$ cat src/rtl/crpw_pkg.sv
// Package for the Catmull-Rom path walker: field widths, codes and types.
// Shared by crpw_ptab, crpw_mac and catmull_rom_path_walker_core; no dependencies.
`timescale 1ns / 1ps
package crpw_pkg;

  localparam int COORD_W    = 13;  // control point coordinate, signed
  localparam int POS_W      = 29;  // 17.12 output position, signed
  localparam int PHASE_W    = 13;  // phase within a segment, 0..4096
  localparam int COEF_W     = 18;  // polynomial coefficient, signed
  localparam int TOP_W      = 14;  // powers of t, signed view of 0..4096
  localparam int ACC_W      = 32;  // product and accumulator width
  localparam int CFG_IDX_W  = 1;
  localparam int CFG_DATA_W = 13;
  localparam int COUNT_W    = 7;   // point_count register field
  localparam int PHASE_ONE  = 4096;

  localparam logic [1:0] FUNC_WRITE   = 2'd0;
  localparam logic [1:0] FUNC_TICK    = 2'd1;
  localparam logic [1:0] FUNC_RESTART = 2'd2;

  localparam logic [CFG_IDX_W-1:0] REG_SPEED = 1'b0;
  localparam logic [CFG_IDX_W-1:0] REG_COUNT = 1'b1;

  typedef enum logic [2:0] {
    ST_IDLE,
    ST_MOD,
    ST_READ,
    ST_COEF,
    ST_MUL,
    ST_ACC,
    ST_OUT
  } state_t;

  typedef struct packed {
    logic mul;   // capture a new product
    logic init;  // load the accumulator with the base term
    logic add;   // add the held product into the accumulator
  } mac_ctl_t;

endpackage

$ cat src/rtl/crpw_ptab.sv
// Control point table: x and y stores with one write and one registered read port.
// Depends on crpw_pkg.
`timescale 1ns / 1ps
module crpw_ptab #(
  parameter int DEPTH = 64,
  parameter int AW    = 6
) (
  input  logic                                clk,
  input  logic                                we,
  input  logic [AW-1:0]                       waddr,
  input  logic signed [crpw_pkg::COORD_W-1:0] wx,
  input  logic signed [crpw_pkg::COORD_W-1:0] wy,
  input  logic [AW-1:0]                       raddr,
  output logic signed [crpw_pkg::COORD_W-1:0] rx,
  output logic signed [crpw_pkg::COORD_W-1:0] ry
);
  import crpw_pkg::*;

  logic signed [COORD_W-1:0] mem_x [DEPTH];
  logic signed [COORD_W-1:0] mem_y [DEPTH];

  always_ff @(posedge clk) begin
    if (we) begin
      mem_x[waddr] <= wx;
      mem_y[waddr] <= wy;
    end
  end

  always_ff @(posedge clk) begin
    rx <= mem_x[raddr];
    ry <= mem_y[raddr];
  end

endmodule

$ cat src/rtl/crpw_mac.sv
// Shared multiply-accumulate unit: one registered signed multiplier and an accumulator.
// Depends on crpw_pkg.
`timescale 1ns / 1ps
module crpw_mac (
  input  logic                               clk,
  input  crpw_pkg::mac_ctl_t                 ctl,
  input  logic signed [crpw_pkg::COEF_W-1:0] a_op,
  input  logic signed [crpw_pkg::TOP_W-1:0]  b_op,
  input  logic signed [crpw_pkg::ACC_W-1:0]  base,
  output logic signed [crpw_pkg::ACC_W-1:0]  prod,
  output logic signed [crpw_pkg::ACC_W-1:0]  acc
);
  import crpw_pkg::*;

  always_ff @(posedge clk) begin
    if (ctl.mul) begin
      // widen both operands first so the product forms at full width
      prod <= ACC_W'(a_op) * ACC_W'(b_op);
    end
  end

  always_ff @(posedge clk) begin
    if (ctl.init) begin
      acc <= base;
    end else if (ctl.add) begin
      acc <= acc + prod;
    end
  end

endmodule

$ cat src/rtl/catmull_rom_path_walker_core.sv
// Top level of the Catmull-Rom path walker: sequencer, index and phase logic.
// Depends on crpw_pkg, crpw_ptab and crpw_mac.
`timescale 1ns / 1ps
// Usage
//   Command channel: an item is taken at a rising edge with start high and busy low.
//   func selects write point, tick or restart. Write and restart complete in the
//   accepting cycle and never raise busy; a tick raises busy until its result is out.
//   Configuration channel: cfg_valid/cfg_ready with cfg_index (0 speed, 1 point
//   count) and cfg_data; cfg_ready is always high. Write it only while idle.
//   Result channel: result_valid strobes for exactly one cycle with pos_x, pos_y
//   and wrapped. The receiver cannot stall it; a result not taken is lost.
// Sequence
//   A tick keeps busy high through the bit-serial segment modulo (ST_MOD), four
//   table reads through the registered read port (ST_READ), the coefficient
//   step (ST_COEF), eight products through the single shared multiplier, each a
//   multiply state and an accumulate state, and ST_OUT. Its strobe comes in the
//   cycle in which busy falls, when the next item may already be taken.
// Reset
//   rst clears phase, segment and speed, sets point count to one and returns the
//   sequencer to idle. The point table is not cleared; write points before use.
module catmull_rom_path_walker_core #(
  parameter int MAX_POINTS = 64
) (
  input  logic                                    clk,
  input  logic                                    rst,
  input  logic                                    start,
  output logic                                    busy,
  input  logic [1:0]                              func,
  input  logic [5:0]                              point_index,
  input  logic signed [crpw_pkg::COORD_W-1:0]     point_x,
  input  logic signed [crpw_pkg::COORD_W-1:0]     point_y,
  input  logic                                    cfg_valid,
  output logic                                    cfg_ready,
  input  logic [crpw_pkg::CFG_IDX_W-1:0]          cfg_index,
  input  logic [crpw_pkg::CFG_DATA_W-1:0]         cfg_data,
  output logic                                    result_valid,
  output logic signed [crpw_pkg::POS_W-1:0]       pos_x,
  output logic signed [crpw_pkg::POS_W-1:0]       pos_y,
  output logic                                    wrapped
);
  import crpw_pkg::*;

  localparam int AW   = $clog2(MAX_POINTS);
  localparam int CW   = ($clog2(MAX_POINTS + 1) > COUNT_W) ? $clog2(MAX_POINTS + 1) : COUNT_W;
  localparam int BC_W = $clog2(AW);
  // sequencer steps of the multiply pass
  localparam logic [2:0] STEP_T2   = 3'd0;
  localparam logic [2:0] STEP_T3   = 3'd1;
  localparam logic [2:0] STEP_AX   = 3'd2;
  localparam logic [2:0] STEP_BX   = 3'd3;
  localparam logic [2:0] STEP_CX   = 3'd4;
  localparam logic [2:0] STEP_AY   = 3'd5;
  localparam logic [2:0] STEP_BY   = 3'd6;
  localparam logic [2:0] STEP_CY   = 3'd7;
  localparam logic [2:0] READ_LAST = 3'd4;

  state_t state, state_next;

  logic [PHASE_W-1:0] speed;
  logic [CW-1:0]      count;
  logic [PHASE_W-1:0] phase;
  logic [AW-1:0]      segment;
  logic [BC_W-1:0]    bit_cnt;
  logic [2:0]         step;
  logic [CW-1:0]      rem;
  logic [AW-1:0]      idx;
  logic [AW-1:0]      seg_adv;

  logic signed [COORD_W-1:0] px [4];
  logic signed [COORD_W-1:0] py [4];
  logic signed [COEF_W-1:0]  ax, bx, cx, ay, by, cy;
  logic [PHASE_W-1:0]        t2, t3;
  logic [COEF_W-1:0]         fx;

  logic accept;
  logic we;
  logic signed [COORD_W-1:0] rx, ry;

  // the command channel takes an item whenever the sequencer is idle
  assign busy      = (state != ST_IDLE);
  assign cfg_ready = 1'b1;
  assign accept    = start && !busy;
  assign we        = accept && (func == FUNC_WRITE) && (32'(point_index) < 32'(MAX_POINTS));

  // ---------------------------------------------------------------------------
  // Configuration registers: clamp on write
  // ---------------------------------------------------------------------------
  logic [COUNT_W-1:0] cfg_count;
  assign cfg_count = cfg_data[COUNT_W-1:0];

  always_ff @(posedge clk) begin
    if (rst) begin
      speed <= '0;
      count <= CW'(1);
    end else if (cfg_valid && cfg_ready) begin
      unique case (cfg_index)
        REG_SPEED: begin
          speed <= (cfg_data > PHASE_W'(PHASE_ONE)) ? PHASE_W'(PHASE_ONE) : cfg_data;
        end
        REG_COUNT: begin
          if (cfg_count == '0) begin
            count <= CW'(1);
          end else if (32'(cfg_count) > 32'(MAX_POINTS)) begin
            count <= CW'(MAX_POINTS);
          end else begin
            count <= CW'(cfg_count);
          end
        end
        default: ;
      endcase
    end
  end

  // ---------------------------------------------------------------------------
  // Point table
  // ---------------------------------------------------------------------------
  crpw_ptab #(
    .DEPTH (MAX_POINTS),
    .AW    (AW)
  ) u_ptab (
    .clk   (clk),
    .we    (we),
    .waddr (AW'(point_index)),
    .wx    (point_x),
    .wy    (point_y),
    .raddr (idx),
    .rx    (rx),
    .ry    (ry)
  );

  // ---------------------------------------------------------------------------
  // Segment modulo: one restoring remainder bit per cycle, MSB first
  // ---------------------------------------------------------------------------
  logic [CW:0]   rem_shift;
  logic [CW:0]   rem_sub;
  logic [CW-1:0] rem_next;

  always_comb begin
    rem_shift = {rem, segment[bit_cnt]};
    rem_sub   = rem_shift - {1'b0, count};
    rem_next  = (rem_shift >= {1'b0, count}) ? rem_sub[CW-1:0] : rem_shift[CW-1:0];
  end

  // next table index, wrapping at the point count
  logic [AW:0]   idx_inc;
  logic [AW-1:0] idx_wrap;

  always_comb begin
    idx_inc  = {1'b0, idx} + (AW + 1)'(1);
    idx_wrap = (CW'(idx_inc) == count) ? '0 : idx_inc[AW-1:0];
  end

  // ---------------------------------------------------------------------------
  // Coefficients of the cubic, from the four points of each axis
  // ---------------------------------------------------------------------------
  logic signed [COEF_W-1:0] ex [4];
  logic signed [COEF_W-1:0] ey [4];
  logic signed [COEF_W-1:0] ax_c, bx_c, cx_c, ay_c, by_c, cy_c;

  always_comb begin
    for (int k = 0; k < 4; k++) begin
      ex[k] = COEF_W'(px[k]);
      ey[k] = COEF_W'(py[k]);
    end
    ax_c = ex[2] - ex[0];
    bx_c = (ex[0] <<< 1) - ((ex[1] <<< 2) + ex[1]) + (ex[2] <<< 2) - ex[3];
    cx_c = ex[3] - ((ex[2] <<< 1) + ex[2]) + ((ex[1] <<< 1) + ex[1]) - ex[0];
    ay_c = ey[2] - ey[0];
    by_c = (ey[0] <<< 1) - ((ey[1] <<< 2) + ey[1]) + (ey[2] <<< 2) - ey[3];
    cy_c = ey[3] - ((ey[2] <<< 1) + ey[2]) + ((ey[1] <<< 1) + ey[1]) - ey[0];
  end

  // ---------------------------------------------------------------------------
  // Shared multiplier: operand selection per step
  // ---------------------------------------------------------------------------
  mac_ctl_t                mac_ctl;
  logic signed [COEF_W-1:0] a_op;
  logic signed [TOP_W-1:0]  b_op;
  logic signed [ACC_W-1:0]  base;
  logic signed [ACC_W-1:0]  prod;
  logic signed [ACC_W-1:0]  acc;
  logic signed [ACC_W-1:0]  base_x, base_y;
  logic signed [TOP_W-1:0]  t_s, t2_s, t3_s;

  localparam int BASE_PAD = ACC_W - COORD_W - 13;

  always_comb begin
    t_s    = signed'({1'b0, phase});
    t2_s   = signed'({1'b0, t2});
    t3_s   = signed'({1'b0, t3});
    // 8192 * p1
    base_x = {{BASE_PAD{px[1][COORD_W-1]}}, px[1], 13'b0};
    base_y = {{BASE_PAD{py[1][COORD_W-1]}}, py[1], 13'b0};
    a_op   = '0;
    b_op   = t_s;
    unique case (step)
      STEP_T2: begin a_op = COEF_W'(t_s);  b_op = t_s;  end
      STEP_T3: begin a_op = COEF_W'(t2_s); b_op = t_s;  end
      STEP_AX: begin a_op = ax;            b_op = t_s;  end
      STEP_BX: begin a_op = bx;            b_op = t2_s; end
      STEP_CX: begin a_op = cx;            b_op = t3_s; end
      STEP_AY: begin a_op = ay;            b_op = t_s;  end
      STEP_BY: begin a_op = by;            b_op = t2_s; end
      STEP_CY: begin a_op = cy;            b_op = t3_s; end
      default: ;
    endcase
    base         = (step == STEP_AY) ? base_y : base_x;
    mac_ctl.mul  = (state == ST_MUL);
    // start each axis sum with its base term while the first product forms
    mac_ctl.init = (state == ST_MUL) && ((step == STEP_AX) || (step == STEP_AY));
    mac_ctl.add  = (state == ST_ACC) && (step != STEP_T2) && (step != STEP_T3);
  end

  crpw_mac u_mac (
    .clk  (clk),
    .ctl  (mac_ctl),
    .a_op (a_op),
    .b_op (b_op),
    .base (base),
    .prod (prod),
    .acc  (acc)
  );

  // ---------------------------------------------------------------------------
  // Phase advance
  // ---------------------------------------------------------------------------
  logic [PHASE_W:0]   phase_sum;
  logic               wrap_now;
  logic [PHASE_W-1:0] phase_adv;

  always_comb begin
    phase_sum = {1'b0, phase} + {1'b0, speed};
    wrap_now  = phase_sum > (PHASE_W + 1)'(PHASE_ONE);
    phase_adv = wrap_now ? PHASE_W'(phase_sum - (PHASE_W + 1)'(PHASE_ONE))
                         : phase_sum[PHASE_W-1:0];
  end

  // ---------------------------------------------------------------------------
  // Sequencer
  // ---------------------------------------------------------------------------
  always_ff @(posedge clk) begin
    if (rst) begin
      state <= ST_IDLE;
    end else begin
      state <= state_next;
    end
  end

  always_comb begin
    state_next = state;
    unique case (state)
      ST_IDLE: begin
        if (accept && (func == FUNC_TICK)) begin
          state_next = ST_MOD;
        end
      end
      ST_MOD: begin
        if (bit_cnt == '0) begin
          state_next = ST_READ;
        end
      end
      ST_READ: begin
        if (step == READ_LAST) begin
          state_next = ST_COEF;
        end
      end
      ST_COEF: state_next = ST_MUL;
      ST_MUL:  state_next = ST_ACC;
      ST_ACC: begin
        state_next = (step == STEP_CY) ? ST_OUT : ST_MUL;
      end
      ST_OUT:  state_next = ST_IDLE;
      default: state_next = ST_IDLE;
    endcase
  end

  // phase and segment: restart clears, a finished tick advances
  always_ff @(posedge clk) begin
    if (rst) begin
      phase   <= '0;
      segment <= '0;
    end else if (accept && (func == FUNC_RESTART)) begin
      phase   <= '0;
      segment <= '0;
    end else if (state == ST_OUT) begin
      phase <= phase_adv;
      if (wrap_now) begin
        segment <= seg_adv;
      end
    end
  end

  // result strobe lasts one cycle
  always_ff @(posedge clk) begin
    if (rst) begin
      result_valid <= 1'b0;
    end else begin
      result_valid <= (state == ST_OUT);
    end
  end

  // working registers of a tick
  always_ff @(posedge clk) begin
    unique case (state)
      ST_IDLE: begin
        rem     <= '0;
        bit_cnt <= BC_W'(AW - 1);
      end
      ST_MOD: begin
        rem     <= rem_next;
        bit_cnt <= bit_cnt - BC_W'(1);
        if (bit_cnt == '0) begin
          idx  <= AW'(rem_next);
          step <= '0;
        end
      end
      ST_READ: begin
        // issue address of point k while capturing point k-1
        if (step != READ_LAST) begin
          idx <= idx_wrap;
        end
        if (step == 3'd1) begin
          seg_adv <= idx;
        end
        if (step != 3'd0) begin
          px[2'(step - 3'd1)] <= rx;
          py[2'(step - 3'd1)] <= ry;
        end
        step <= step + 3'd1;
      end
      ST_COEF: begin
        ax   <= ax_c;
        bx   <= bx_c;
        cx   <= cx_c;
        ay   <= ay_c;
        by   <= by_c;
        cy   <= cy_c;
        step <= STEP_T2;
      end
      ST_MUL: begin
        // x sum is complete once the y pass starts
        if (step == STEP_AY) begin
          fx <= acc[29:12];
        end
      end
      ST_ACC: begin
        if (step == STEP_T2) begin
          t2 <= prod[24:12];
        end
        if (step == STEP_T3) begin
          t3 <= prod[24:12];
        end
        step <= step + 3'd1;
      end
      ST_OUT: begin
        // 2048 * floor(f / 4096), kept to 29 bits
        pos_x   <= {fx, 11'b0};
        pos_y   <= {acc[29:12], 11'b0};
        wrapped <= wrap_now;
      end
      default: ;
    endcase
  end

  // ---------------------------------------------------------------------------
  // Assertions
  // ---------------------------------------------------------------------------
  a_strobe_from_out: assert property (@(posedge clk) disable iff (rst)
    result_valid |-> $past(state == ST_OUT))
    else $error("result strobe without a finished tick");

  a_tick_goes_busy: assert property (@(posedge clk) disable iff (rst)
    (accept && (func == FUNC_TICK)) |=> busy)
    else $error("accepted tick did not start the sequencer");

  a_phase_bounded: assert property (@(posedge clk) disable iff (rst)
    (state == ST_OUT) |=> (phase <= PHASE_W'(PHASE_ONE)))
    else $error("phase above one segment after advance");

  a_single_strobe: assert property (@(posedge clk) disable iff (rst)
    result_valid |=> !result_valid)
    else $error("result strobe held for more than one cycle");

endmodule
$ cat config.mk
export PLATFORM = sky130hd
export DESIGN_NAME = catmull_rom_path_walker_core
export DESIGN_NICKNAME = d
export VERILOG_FILES = /design/src/rtl/crpw_pkg.sv /design/src/rtl/crpw_ptab.sv /design/src/rtl/crpw_mac.sv /design/src/rtl/catmull_rom_path_walker_core.sv
export SDC_FILE = /design/constraint.sdc
export NUM_CORES = 2
export LEC_CHECK = 0
export ABC_AREA = 0
export BUFFER_PORTS_ARGS = -buffer_cell sky130_fd_sc_hd__buf_2
export CAP_MARGIN = 0
export CORE_ASPECT_RATIO = 2
export CORE_MARGIN = 8
export CORE_UTILIZATION = 45
export CTS_CLUSTER_DIAMETER = 80
export DETAILED_ROUTE_END_ITERATION = 8
export PLACE_DENSITY_LB_ADDON = 0.15
export SYNTH_ARGS = -nofsm -noshare
export SYNTH_HDL_FRONTEND = slang
export SYNTH_SLANG_ARGS = --single-unit
$ cat constraint.sdc
create_clock -name clk -period 11.1 [get_ports clk]
set_clock_uncertainty 0.15 [all_clocks]
set_input_delay 1.11 -clock clk [delete_from_list [all_inputs] [get_ports clk]]
set_output_delay 1.11 -clock clk [all_outputs]
set_load 0.05 [all_outputs]
==> summary.txt <==
Run
  – Max-Cap Viols: 0

GRT
  – Gr usage total: 0.2172
  – Largest net degree at the start of global routing: 119
  – Vias in the first global route: 53380
  – Initial antenna violation count: 19
  – First-pass GRT wire length: 371.8 mm
  – Grt total ovfl: 0

Logic synthesis
  – Most used DFF post-synth: edfxtp_1
  – Simple-gate share of the synthesized area: 0.04145
  – Yosys reg bits: 2103
  – Post-Syn Area: 97620 µm²
  – Asr flop ratio synth: 0
  – Main combinational cell family by area after synthesis: multiplexers
  – Post-synthesis adder-cell area fraction: 0.1143
  – Number of synthesized flops with an enable pin: 2034
  – Gate Count Post-Synth: 5580
  – Synth Area in XOR/XNOR: 0.01355
  – Mux cell area share after synthesis: 0.1300
  – Syn Area/Cell: 17.50 µm²
  – Sequential element share of the synthesized area: 0.6398
  – Synth Warn #: 0
  – Distinct cells, synth: 82
  – Synth Area in Compound Gates: 0.03063

CTS
  – Worst skew pair latency: 0.87 ns
  – Clock sink count: 2103
  – Worst-path clk slew: 0.07 ns
  – # hold bufs at CTS: 0
  – Root buffer cell: clkbuf_16
  – H-tree depth: 4
  – TritonCTS Buffers: 194
  – Resized Gates After CTS: 0
  – CTS tree: built
  – CTS Buffer Depth: 4
  – Total setup buffers inserted after CTS: 0

Die
  – Starting Density: 0.4509
  – Io pins: 114
  – Core area: 216500 µm²
  – DIE HEIGHT: 674.7 µm
  – Die ar.: 233000 µm²
  – Die width: 345.4 µm
  – Placement row count: 242

Setup path
  – Worst Path Arrival: 9.36 ns
  – Slowest library cell on the worst path: or4_1
  – Req. time, crit path: 11.47 ns
  – R2R depth: 30
  – Crit path kind: register to register
  – CP startpoint kind: register
  – Biggest fanout along the worst timing path: 33
  – Crit path largest cell delay: 0.75 ns
  – Critical Path Sink Type: register

STA
  – Min Tclk post-route: 8.985 ns
  – Worst Tran Pin Value: 1.301 ns
  – Final setup viols: 0
  – Setup TNS Final: 0 ns
  – Final Hold Fails: 0
  – Tcrit/Tclk final: 0.8094
  – Unrepaired setup endpoints after global routing: false
  – Fmax achieved: 111.3 MHz
  – Max_slew headroom: 0.1327
  – Worst setup margin: 2.115 ns
  – Fin. max-slew vios: 0

Power and ir drop
  – Peak supply drop: 0.1558 mV
  – Power share of the clock group: 0.432
  – Switching share of power: 0.1995
  – Switch Pwr: 3.134 mW
  – LEAKAGE: 37.54 nW
  – Logic pwr share: 0.015
  – Power Internal: 12.57 mW
  – Seq pwr share: 0.553
  – Power Density: 144.8 nW/µm²

Placed design
  – Final HPWL DP: 161.4 mm
  – GP Congestion: 0.9080
  – Port Buffers: 90
  – Pre-CTS setup slack: 2.240 ns
  – Area post-placement: 102100 µm²

Routing
  – # DRC: 0
  – TritonRoute pass-1 iters: 8
  – Top sig layer: met5
  – Vias: 50530
  – Avg WL per Cell: 29.01 µm
  – Final wirelength: 253.8 mm
  – Initial DRC count: 4934
  – Average vias per placed instance: 5.777
  – Met3 wire len: 15.58 mm
  – ANT nets after route: 0
  – Metal-1 WL: 105.7 mm
  – Met2 WL post-DR: 125.6 mm

Min path
  – Hold depth: 0
  – Hold/Removal Path Class: register to register

Run status
  – Status: finished clean

Layout
  – Fin area: 108500 µm²
  – Leading cell type in the layout, fill and taps excluded: edfxtp_1
  – Layout cells sized above 1: 0.1965
  – Most frequent cells in the layout: edfxtp_1, mux4_2, inv_1
  – NumNets Final: 6478
  – Area grow syn2layout: 11.10%
final timing paths:
path	slack, ns	from	to
worst max-delay path	2.12	step[2]	u_mac.prod[28]
worst min-delay path	0.27	fx[3]	pos_x[14]
worst max register to register	2.12	step[2]	u_mac.prod[28]
worst min register to register	0.27	fx[3]	pos_x[14]
power by group through the flow:
stage	registers [mW]	logic, mW	clock network, mW
after floorplan	8.86	0.0958	0
after global placement	8.86	0.216	0
after detailed placement	8.87	0.229	0
after CTS	8.69	0.229	6.94
after global routing	8.69	0.248	7.19
final	8.69	0.229	6.78
flip-flops by register name (all words and copies together), names as in the netlist, 30 cells and up:
signal and count:
u_ptab.mem_x 832, u_ptab.mem_y 832, px 52, py 52, u_mac.acc 30, u_mac.prod 30
kinds of logic after synthesis:
group                      after synthesis
adders and majority gates              647
AOI/OAI and AO/OA                      452
xor gates and xnor gates               151
buffers and inverters                  747
muxes                                  581
and+or+nand+nor                        897
other                                    2
DFF                                   2103
per-stage QoR:
step	power, mW	instances	utilization	hold WS, ns
3_3_place_gp	9.081	8389	0.4717	0.2545
5_1_grt	16.13	8740	0.5009	0.2784
3_5_place_dp	9.095	8389	0.4717	0.2545
6_report	15.71	8748	0.5010	0.2654
4_1_cts	15.86	8739	0.5009	0.2695
2_1_floorplan	8.957	5601	-	0.2503
layer usage:
metal  track usage  up-vias
met5             0        -
met4       0.05500       12
met3       0.03216      372
met2        0.3659     1575
met1        0.2987    27050
li1              -    21530
cells in the mapped netlist, drive strengths merged (6+ instances only):
| master | count | area [µm²] |
|---|---|---|
| o21bai | 11 | 82.58 |
| o21a | 19 | 143.9 |
| a2111oi | 7 | 61.31 |
| or2 | 13 | 81.33 |
| buf | 100 | 523.0 |
| o211ai | 12 | 108.9 |
| a21o | 32 | 240.2 |
| and3 | 22 | 137.6 |
| dfxtp | 69 | 1381 |
| nor3b | 18 | 135.1 |
| mux2i | 12 | 120.1 |
| nor3 | 46 | 235.2 |
| ha | 239 | 2990 |
| mux4 | 547 | 12320 |
| o21ai | 90 | 454.2 |
| a21boi | 15 | 116.4 |
| a21oi | 130 | 669.4 |
| xor2 | 37 | 324.1 |
| fa | 408 | 8168 |
| xnor2 | 114 | 998.5 |
| nand2 | 248 | 933.4 |
| or3 | 11 | 68.82 |
| a211oi | 13 | 97.59 |
| nand3 | 52 | 260.3 |
| mux2 | 22 | 247.7 |
| nand4 | 22 | 137.6 |
| o22ai | 11 | 68.82 |
| a22o | 6 | 52.55 |
| clkbuf | 126 | 474.2 |
| inv | 521 | 1956 |
| nand2b | 43 | 269.0 |
| a222oi | 18 | 180.2 |
| edfxtp | 2034 | 61080 |
| nor2 | 358 | 1346 |
| a22oi | 20 | 150.1 |
| nor2b | 28 | 182.7 |
| and2 | 17 | 106.4 |
| a31oi | 21 | 137.6 |
| o31a | 6 | 52.55 |
layout make-up:
class,instances,area [µm²]
timing repair buffer,208,1386
inverter,521,1956
clock inverter,110,1151
fill,17630,108000
tap,2806,3511
sequential,2103,62460
multi-input combinational,2751,32810
clock buffer,240,5172
antenna,9,22.52
worst max-delay path, delay by kind of cell (launching register included):
kind | cells | cell delay, ns
compound gates | 9 | 2.01
flops | 1 | 0.33
buf+inv | 8 | 0.94
fa+ha+maj | 8 | 3.57
simple gates | 4 | 1.60
xor+xnor | 1 | 0.11
Power figures use the tool's default switching activity.
